### src/xcg_pkg.sv
`timescale 1ns / 1ps

package xcg_pkg;

  localparam int unsigned WORD_W = 32;
  localparam int unsigned LEN_W  = 7;
  localparam int unsigned SKIP_W = 16;

  localparam logic [1:0] VAR_8  = 2'd0;
  localparam logic [1:0] VAR_16 = 2'd1;
  localparam logic [1:0] VAR_32 = 2'd2;

  localparam logic [1:0] KIND_SEED   = 2'd0;
  localparam logic [1:0] KIND_OFFSET = 2'd1;
  localparam logic [1:0] KIND_GEN    = 2'd2;

  localparam logic [1:0] CFG_VARIANT   = 2'd0;
  localparam logic [1:0] CFG_ROW_WIDTH = 2'd1;
  localparam logic [1:0] CFG_FALLBACK  = 2'd2;

  localparam logic [1:0]        VARIANT_RST   = VAR_32;
  localparam logic [7:0]        ROW_WIDTH_RST = 8'd26;
  localparam logic [WORD_W-1:0] FALLBACK_RST  = 32'd1;

  typedef enum logic [1:0] {
    ST_IDLE,
    ST_SKIP,
    ST_EMIT
  } xcg_state_t;

  function automatic logic [WORD_W-1:0] mask_word(input logic [WORD_W-1:0] w,
                                                   input logic [1:0] v);
    unique case (v)
      VAR_8:   mask_word = {24'd0, w[7:0]};
      VAR_16:  mask_word = {16'd0, w[15:0]};
      default: mask_word = w;
    endcase
  endfunction

  // base64 alphabet: A-Z, a-z, 0-9, '+', '/'
  function automatic logic [7:0] b64_char(input logic [5:0] idx);
    priority if (idx < 6'd26) begin
      b64_char = 8'd65 + {2'b00, idx};
    end else if (idx < 6'd52) begin
      b64_char = 8'd71 + {2'b00, idx};
    end else if (idx < 6'd62) begin
      b64_char = {2'b00, idx} - 8'd4;
    end else if (idx == 6'd62) begin
      b64_char = 8'd43;
    end else begin
      b64_char = 8'd47;
    end
  endfunction

endpackage

### src/xcg_step.sv
`timescale 1ns / 1ps

module xcg_step (
  input  logic [xcg_pkg::WORD_W-1:0] word_i,
  input  logic [1:0]                 variant_i,
  output logic [xcg_pkg::WORD_W-1:0] word_o
);

  always_comb begin
    logic [7:0]  x8;
    logic [15:0] x16;
    logic [31:0] x32;
    x8  = word_i[7:0];
    x16 = word_i[15:0];
    x32 = word_i;
    x8  = x8 ^ (x8 << 7);
    x8  = x8 ^ (x8 >> 5);
    x8  = x8 ^ (x8 << 3);
    x16 = x16 ^ (x16 << 13);
    x16 = x16 ^ (x16 >> 9);
    x16 = x16 ^ (x16 << 7);
    x32 = x32 ^ (x32 << 13);
    x32 = x32 ^ (x32 >> 17);
    x32 = x32 ^ (x32 << 5);
    unique case (variant_i)
      xcg_pkg::VAR_8:  word_o = {24'd0, x8};
      xcg_pkg::VAR_16: word_o = {16'd0, x16};
      default:         word_o = x32;
    endcase
  end

endmodule

### src/xorshift_code_generator_core.sv
`timescale 1ns / 1ps
// A seed or offset word is absorbed in its accept cycle; the input stays ready after it.
// Generate word: after the accept, skip (row*row_width+col, or none with use_offset) steps in
// the skip state, then one step per character in the emit state (none when length is zero),
// one xorshift step per cycle through the single shared step unit; output stalls hold emit.
// Throughput: one word per cycle for characters while idle; input waits out a generate word.
// Reset (rst_n low, synchronous): idle, generator and seed cleared, registers to defaults.

module xorshift_code_generator_core #(
  parameter int unsigned MAX_CODE_LEN = 64
) (
  input  logic        clk,
  input  logic        rst_n,

  input  logic        cfg_we,
  input  logic [1:0]  cfg_addr,
  input  logic [31:0] cfg_wdata,

  input  logic        in_tvalid,
  output logic        in_tready,
  input  logic [31:0] in_tdata,   // char_value, row, col, code_length, use_offset
  input  logic [2:0]  in_tuser,   // kind, first
  input  logic        in_tlast,   // last

  output logic        out_tvalid,
  input  logic        out_tready,
  output logic [7:0]  out_tdata,  // code_char
  output logic        out_tlast   // last_char
);

  localparam int unsigned W  = xcg_pkg::WORD_W;
  localparam int unsigned LW = xcg_pkg::LEN_W;
  localparam int unsigned SW = xcg_pkg::SKIP_W;
  localparam logic [LW-1:0] MAX_LEN = LW'(MAX_CODE_LEN);

  xcg_pkg::xcg_state_t state_r, state_nxt;

  logic [1:0]    variant_r;
  logic [7:0]    row_width_r;
  logic [W-1:0]  fallback_r;
  logic [W-1:0]  gen_r, gen_nxt;
  logic [W-1:0]  seed_r, seed_nxt;
  logic [SW-1:0] skip_r, skip_nxt;
  logic [LW-1:0] cnt_r, cnt_nxt;
  logic          out_valid_r, out_valid_nxt;
  logic [7:0]    out_data_r, out_data_nxt;
  logic          out_last_r, out_last_nxt;

  logic [1:0]    in_kind;
  logic          in_first;
  logic [7:0]    in_char;
  logic [7:0]    in_row;
  logic [7:0]    in_col;
  logic [LW-1:0] in_len;
  logic          in_use_offset;

  logic          in_fire;
  logic          out_free;
  logic          skip_go;
  logic          emit_go;
  logic          char_in;
  logic [W-1:0]  char_base;
  logic [W-1:0]  step_in;
  logic [W-1:0]  step_out;
  logic [W-1:0]  commit;
  logic [SW-1:0] skip_calc;
  logic [LW-1:0] len_sat;

  assign in_kind       = in_tuser[1:0];
  assign in_first      = in_tuser[2];
  assign in_char       = in_tdata[7:0];
  assign in_row        = in_tdata[15:8];
  assign in_col        = in_tdata[23:16];
  assign in_len        = in_tdata[30:24];
  assign in_use_offset = in_tdata[31];

  assign in_tready  = (state_r == xcg_pkg::ST_IDLE);
  assign in_fire    = in_tvalid && in_tready;
  assign out_free   = !out_valid_r || out_tready;
  assign skip_go    = (state_r == xcg_pkg::ST_SKIP) && (skip_r != '0);
  assign emit_go    = (state_r == xcg_pkg::ST_EMIT) && (cnt_r != '0) && out_free;

  assign out_tvalid = out_valid_r;
  assign out_tdata  = out_data_r;
  assign out_tlast  = out_last_r;

  assign char_in = in_fire &&
                   ((in_kind == xcg_pkg::KIND_SEED) || (in_kind == xcg_pkg::KIND_OFFSET));

  always_comb begin
    if (in_kind == xcg_pkg::KIND_SEED) begin
      char_base = in_first ? '0 : gen_r;
    end else begin
      char_base = in_first ? xcg_pkg::mask_word(seed_r, variant_r) : gen_r;
    end
  end

  assign step_in = char_in ? (char_base + {24'd0, in_char}) : gen_r;

  xcg_step u_step (
    .word_i    (step_in),
    .variant_i (variant_r),
    .word_o    (step_out)
  );

  assign commit    = (step_out == '0) ? xcg_pkg::mask_word(fallback_r, variant_r) : step_out;
  assign skip_calc = ({8'd0, in_row} * {8'd0, row_width_r}) + {8'd0, in_col};
  assign len_sat   = (in_len > MAX_LEN) ? MAX_LEN : in_len;

  always_comb begin
    state_nxt = state_r;
    unique case (state_r)
      xcg_pkg::ST_IDLE: begin
        if (in_fire && (in_kind == xcg_pkg::KIND_GEN)) state_nxt = xcg_pkg::ST_SKIP;
      end
      xcg_pkg::ST_SKIP: begin
        if (skip_r == '0) state_nxt = xcg_pkg::ST_EMIT;
      end
      xcg_pkg::ST_EMIT: begin
        if ((cnt_r == '0) || (emit_go && (cnt_r == LW'(1)))) state_nxt = xcg_pkg::ST_IDLE;
      end
      default: state_nxt = xcg_pkg::ST_IDLE;
    endcase
  end

  always_comb begin
    gen_nxt       = gen_r;
    seed_nxt      = seed_r;
    skip_nxt      = skip_r;
    cnt_nxt       = cnt_r;
    out_valid_nxt = out_valid_r && !out_tready;
    out_data_nxt  = out_data_r;
    out_last_nxt  = out_last_r;
    if (in_fire) begin
      unique case (in_kind)
        xcg_pkg::KIND_SEED: begin
          gen_nxt = step_out;
          if (in_tlast) begin
            seed_nxt = commit;
            gen_nxt  = xcg_pkg::mask_word(commit, variant_r);
          end
        end
        xcg_pkg::KIND_OFFSET: begin
          gen_nxt = step_out;
        end
        xcg_pkg::KIND_GEN: begin
          cnt_nxt = len_sat;
          if (!in_use_offset) begin
            gen_nxt  = xcg_pkg::mask_word(seed_r, variant_r);
            skip_nxt = skip_calc;
          end else begin
            skip_nxt = '0;
          end
        end
        default: begin
        end
      endcase
    end
    if (skip_go) begin
      gen_nxt  = step_out;
      skip_nxt = skip_r - SW'(1);
    end
    if (emit_go) begin
      gen_nxt       = step_out;
      out_valid_nxt = 1'b1;
      out_data_nxt  = xcg_pkg::b64_char(step_out[5:0]);
      out_last_nxt  = (cnt_r == LW'(1));
      cnt_nxt       = cnt_r - LW'(1);
    end
  end

  always_ff @(posedge clk) begin
    if (!rst_n) begin
      state_r     <= xcg_pkg::ST_IDLE;
      variant_r   <= xcg_pkg::VARIANT_RST;
      row_width_r <= xcg_pkg::ROW_WIDTH_RST;
      fallback_r  <= xcg_pkg::FALLBACK_RST;
      gen_r       <= '0;
      seed_r      <= '0;
      skip_r      <= '0;
      cnt_r       <= '0;
      out_valid_r <= 1'b0;
    end else begin
      state_r     <= state_nxt;
      gen_r       <= gen_nxt;
      seed_r      <= seed_nxt;
      skip_r      <= skip_nxt;
      cnt_r       <= cnt_nxt;
      out_valid_r <= out_valid_nxt;
      if (cfg_we) begin
        unique case (cfg_addr)
          xcg_pkg::CFG_VARIANT:   variant_r   <= cfg_wdata[1:0];
          xcg_pkg::CFG_ROW_WIDTH: row_width_r <= cfg_wdata[7:0];
          xcg_pkg::CFG_FALLBACK:  fallback_r  <= cfg_wdata;
          default: begin
          end
        endcase
      end
    end
  end

  always_ff @(posedge clk) begin
    out_data_r <= out_data_nxt;
    out_last_r <= out_last_nxt;
  end

  a_gen_to_skip: assert property (@(posedge clk) disable iff (!rst_n)
    in_fire && (in_kind == xcg_pkg::KIND_GEN) |=> state_r == xcg_pkg::ST_SKIP)
    else $error("generate word did not enter skip");

  a_skip_dec: assert property (@(posedge clk) disable iff (!rst_n)
    skip_go |=> skip_r == $past(skip_r) - SW'(1))
    else $error("skip count not decremented");

  a_last_idle: assert property (@(posedge clk) disable iff (!rst_n)
    emit_go && (cnt_r == LW'(1)) |=> (state_r == xcg_pkg::ST_IDLE) && out_valid_r && out_last_r)
    else $error("final char did not close the run");

  a_cnt_bound: assert property (@(posedge clk) disable iff (!rst_n)
    state_r == xcg_pkg::ST_EMIT |-> cnt_r <= MAX_LEN)
    else $error("char count above limit");

endmodule
### config.mk
export PLATFORM = sky130hd
export DESIGN_NAME = xorshift_code_generator_core
export DESIGN_NICKNAME = d
export VERILOG_FILES = /design/src/xcg_pkg.sv /design/src/xcg_step.sv /design/src/xorshift_code_generator_core.sv
export SDC_FILE = /design/constraint.sdc
export NUM_CORES = 1
export LEC_CHECK = 0
export ABC_CLOCK_PERIOD_IN_PS = 9050
export BUFFER_PORTS_ARGS = -buffer_cell sky130_fd_sc_hd__buf_2
export CORE_ASPECT_RATIO = 0.75
export CORE_MARGIN = 1
export CORE_UTILIZATION = 50
export CTS_CLUSTER_SIZE = 40
export DETAILED_ROUTE_END_ITERATION = 16
export GPL_TIMING_DRIVEN = 0
export PLACE_DENSITY = 0.68
export SYNTH_ARGS = -nofsm -noshare
export SYNTH_HDL_FRONTEND = slang
export SYNTH_HIERARCHICAL = 1
export SYNTH_SLANG_ARGS = --single-unit
### constraint.sdc
create_clock -name clk -period 9.05 [get_ports clk]
set_input_delay 1.3575 -clock clk [delete_from_list [all_inputs] [get_ports clk]]
set_output_delay 1.3575 -clock clk [all_outputs]
set_load 0.02 [all_outputs]
==> qor.yml <==
sta:
  tightest_slew_ps: 1150
  hold_ws_ps: 481
  rsz0062_at_grt: "no"
  setup_viol: 0
  maxSlewHeadroom: 0.229
  hold_violations: 0
  skew_ps: 12.0
  slew_violations: 0
  period_share: 0.956
  fin_crit_ps: 8650
  max_freq_mhz: 116
cells_and_area:
  area_delta_synth_final_pct: 11.7
  post-route-util: 0.575
  final_area_mm2: 0.0145
  num_antenna_cells: 0
  nNetsFinal: 1926
  drive_gt1_frac: 0.123
floorplan:
  dieArea_mm2: 0.0267
  core-area_mm2: 0.0253
  rows: 50
  die_w_um: 188
  io-pin-count: 86
  die_h_um: 142
  initial_utilization: 0.515
logic_synthesis:
  netlist.area_leader.share: 0.203
  synth_seq_cells: 141
  yosysSeqAreaShare: 0.224
  synthTopCellsByCount: "a21oi_1 (188), nand2_1 (186), dfxtp_1 (132), inv_1 (106), o21ai_0 (90)"
  synth.lib_cells_used.distinct: 101
  yosysMostFrequentCell: "a21oi_1"
  syn_inst: 1639
  syn-num-nets: 1818
  yosysTopAreaCell: "dfxtp_1"
  synth.top_cells.by_area: "dfxtp_1 (20%), a21oi_1 (7.2%), fa_1 (6.9%)"
  synth.cell_area_mm2: 0.0130
  ys_warn_count: 6
  syn_area_per_cell_um2: 7.94
  async_flop_share: 0
  synth-edff-count: 9
  synth_ff_type: "dfxtp_1"
pwr:
  pwr_density_cell_mw_per_mm2: 247
  irDropWorstVdd_v: 0.000215
  power.leakage_nw: 5.93
cts:
  clock_latency_ps: 440
  clockBufferDepth: 2
  cts_root_buf: "clkbuf_16"
  hold_buffers: 0
  cts.htree.levels: 4
  numClockSinks: 141
  path_clk_slew_ps: 70
  cts_tree: "yes"
  tritoncts.num_buffers: 17
min_path:
  hp-class: "reg2reg"
grt:
  antenna_found_initial: 0
  grt_use_met1: 0.527
  grt_pass1_vias: 11800
  grt_max_degree: 19
  grt_pass1_wl_um: 70400
  grt_use_met3: 0.118
  met2_usage: 0.460
  grt-busiest-layer: "met1"
  track_usage: 0.345
  grt.overflow.total: 0
setup_path:
  crit_path_top_delay_cell: "o21bai_2"
  crit_required_ps: 9390
  worstPathMaxFanout: 10
  criticalPathCategory: "in2reg"
  cp.arrival_ps: 8990
  end_kind: "register"
  regToRegSetupSlack_ps: 2190
  start_kind: "primary input"
  cp_common_cell: "buf_2"
  cpPeakStageDelay_ps: 580
job:
  max_cap_violations: 0
placed_design:
  dp.final_hpwl_um: 36300
  gp_congestion: 1.03
  port_buffers: 84
  placed_area_mm2: 0.0139
drt:
  dr.pass1.iters: 7
  ant_nets: 0
  first_iter_violations: 1433
  dr_total_vias: 13200
  drc: 0
  vias_per_cell: 6.28
  wl_um: 45800
  detail_route.wl_per_cell_um: 21.8
outcome:
  status: "complete, no violations"
-- layer usage --
layer	part of all wire	wire length, µm
met4	0.016	737
met1	0.47	21500
met3	0.14	6620
met2	0.37	17000
met5	0	0
-- power by group --
| part | internal [W] | total [W] | switching [W] |
|---|---|---|---|
| logic | 0.000721 | 0.00206 | 0.00134 |
| clock network | 0.000445 | 0.000754 | 0.000309 |
| registers | 0.000700 | 0.000773 | 0.0000730 |
| total | 0.00187 | 0.00359 | 0.00172 |
-- through the flow --
step,setup TNS (ps),total power [W],worst slack [ps],instances
after floorplan,0,0.00216,2480,1639
after global placement,-4630,0.00272,-318,2061
after detailed placement,-4670,0.00273,-324,2061
after CTS,0,0.00349,81.3,2093
after global routing,0,0.00377,31.8,2098
final,0,0.00359,400,2098
-- final timing paths --
| path | from | to | cells after the start |
|---|---|---|---|
| hold reg to reg | fallback_r[10] | fallback_r[10] | 2 |
| setup reg to reg | seed_r[1] | gen_r[13] | 25 |
| hold / removal | fallback_r[10] | fallback_r[10] | 2 |
| setup / recovery | in_tuser[2] | gen_r[13] | 30 |
-- cell families after synthesis --
logic type	after synthesis	synth area share
multiplexers	34	0.0265
flip-flops	141	0.224
XOR/XNOR	95	0.0757
buffers and inverters	220	0.0718
adder cells (fa/ha/maj)	104	0.126
AO/OA/AOI/OAI	503	0.252
AND/OR/NAND/NOR	542	0.224
-- sequential cells by signal, indices dropped and copies added, names as in the netlist, 2 cells and up --
signal	flops
seed_r	32
gen_r	32
out_tdata	8
row_width_r	8
variant_r	2
state_r	2
skip_r	16
fallback_r	32
cnt_r	7
-- critical path: cells and delay by family --
kind	cells	cell delay, ps
buf+inv	10	2650
xor+xnor	3	760
fa+ha+maj	2	530
simple gates	8	1510
compound gates	7	2170
-- layout by cell type (no fill, tap or decap), types with 9 or more instances in the layout --
cell,count
a21oi_1,188
nand2_1,186
dfxtp_1,132
buf_2,108
inv_1,106
o21ai_0,89
nor2_1,79
clkbuf_1,74
ha_1,59
and2_1,49
xnor2_1,45
fa_1,45
nor3_1,37
xor2_1,34
nand3_1,32
mux2i_1,30
nand2b_1,26
a32o_1,22
o211ai_1,20
a22o_1,20
nor4_1,18
clkbuf_16,17
nor2b_1,14
and3_1,14
o21ai_1,14
nor3b_1,13
nand3b_1,12
o22ai_1,12
a211o_1,11
buf_4,11
a21o_1,11
a32oi_1,11
a211oi_1,10
o21a_1,10
edfxtp_1,9
-- timing repair --
item	4_1_cts	5_1_grt
buffers inserted	0	5
setup endpoints to repair	0	48
gates resized for setup	0	6
-- cell type report --
cell class,instances,area (µm²)
inverter,108,405
timing repair buffer,89,458
clock buffer,17,425
clock inverter,15,205
multi-input combinational,1278,9180
tap,338,423
buffer,112,531
fill,2410,10700
sequential,141,2910
(Power assumes the default switching activity.)
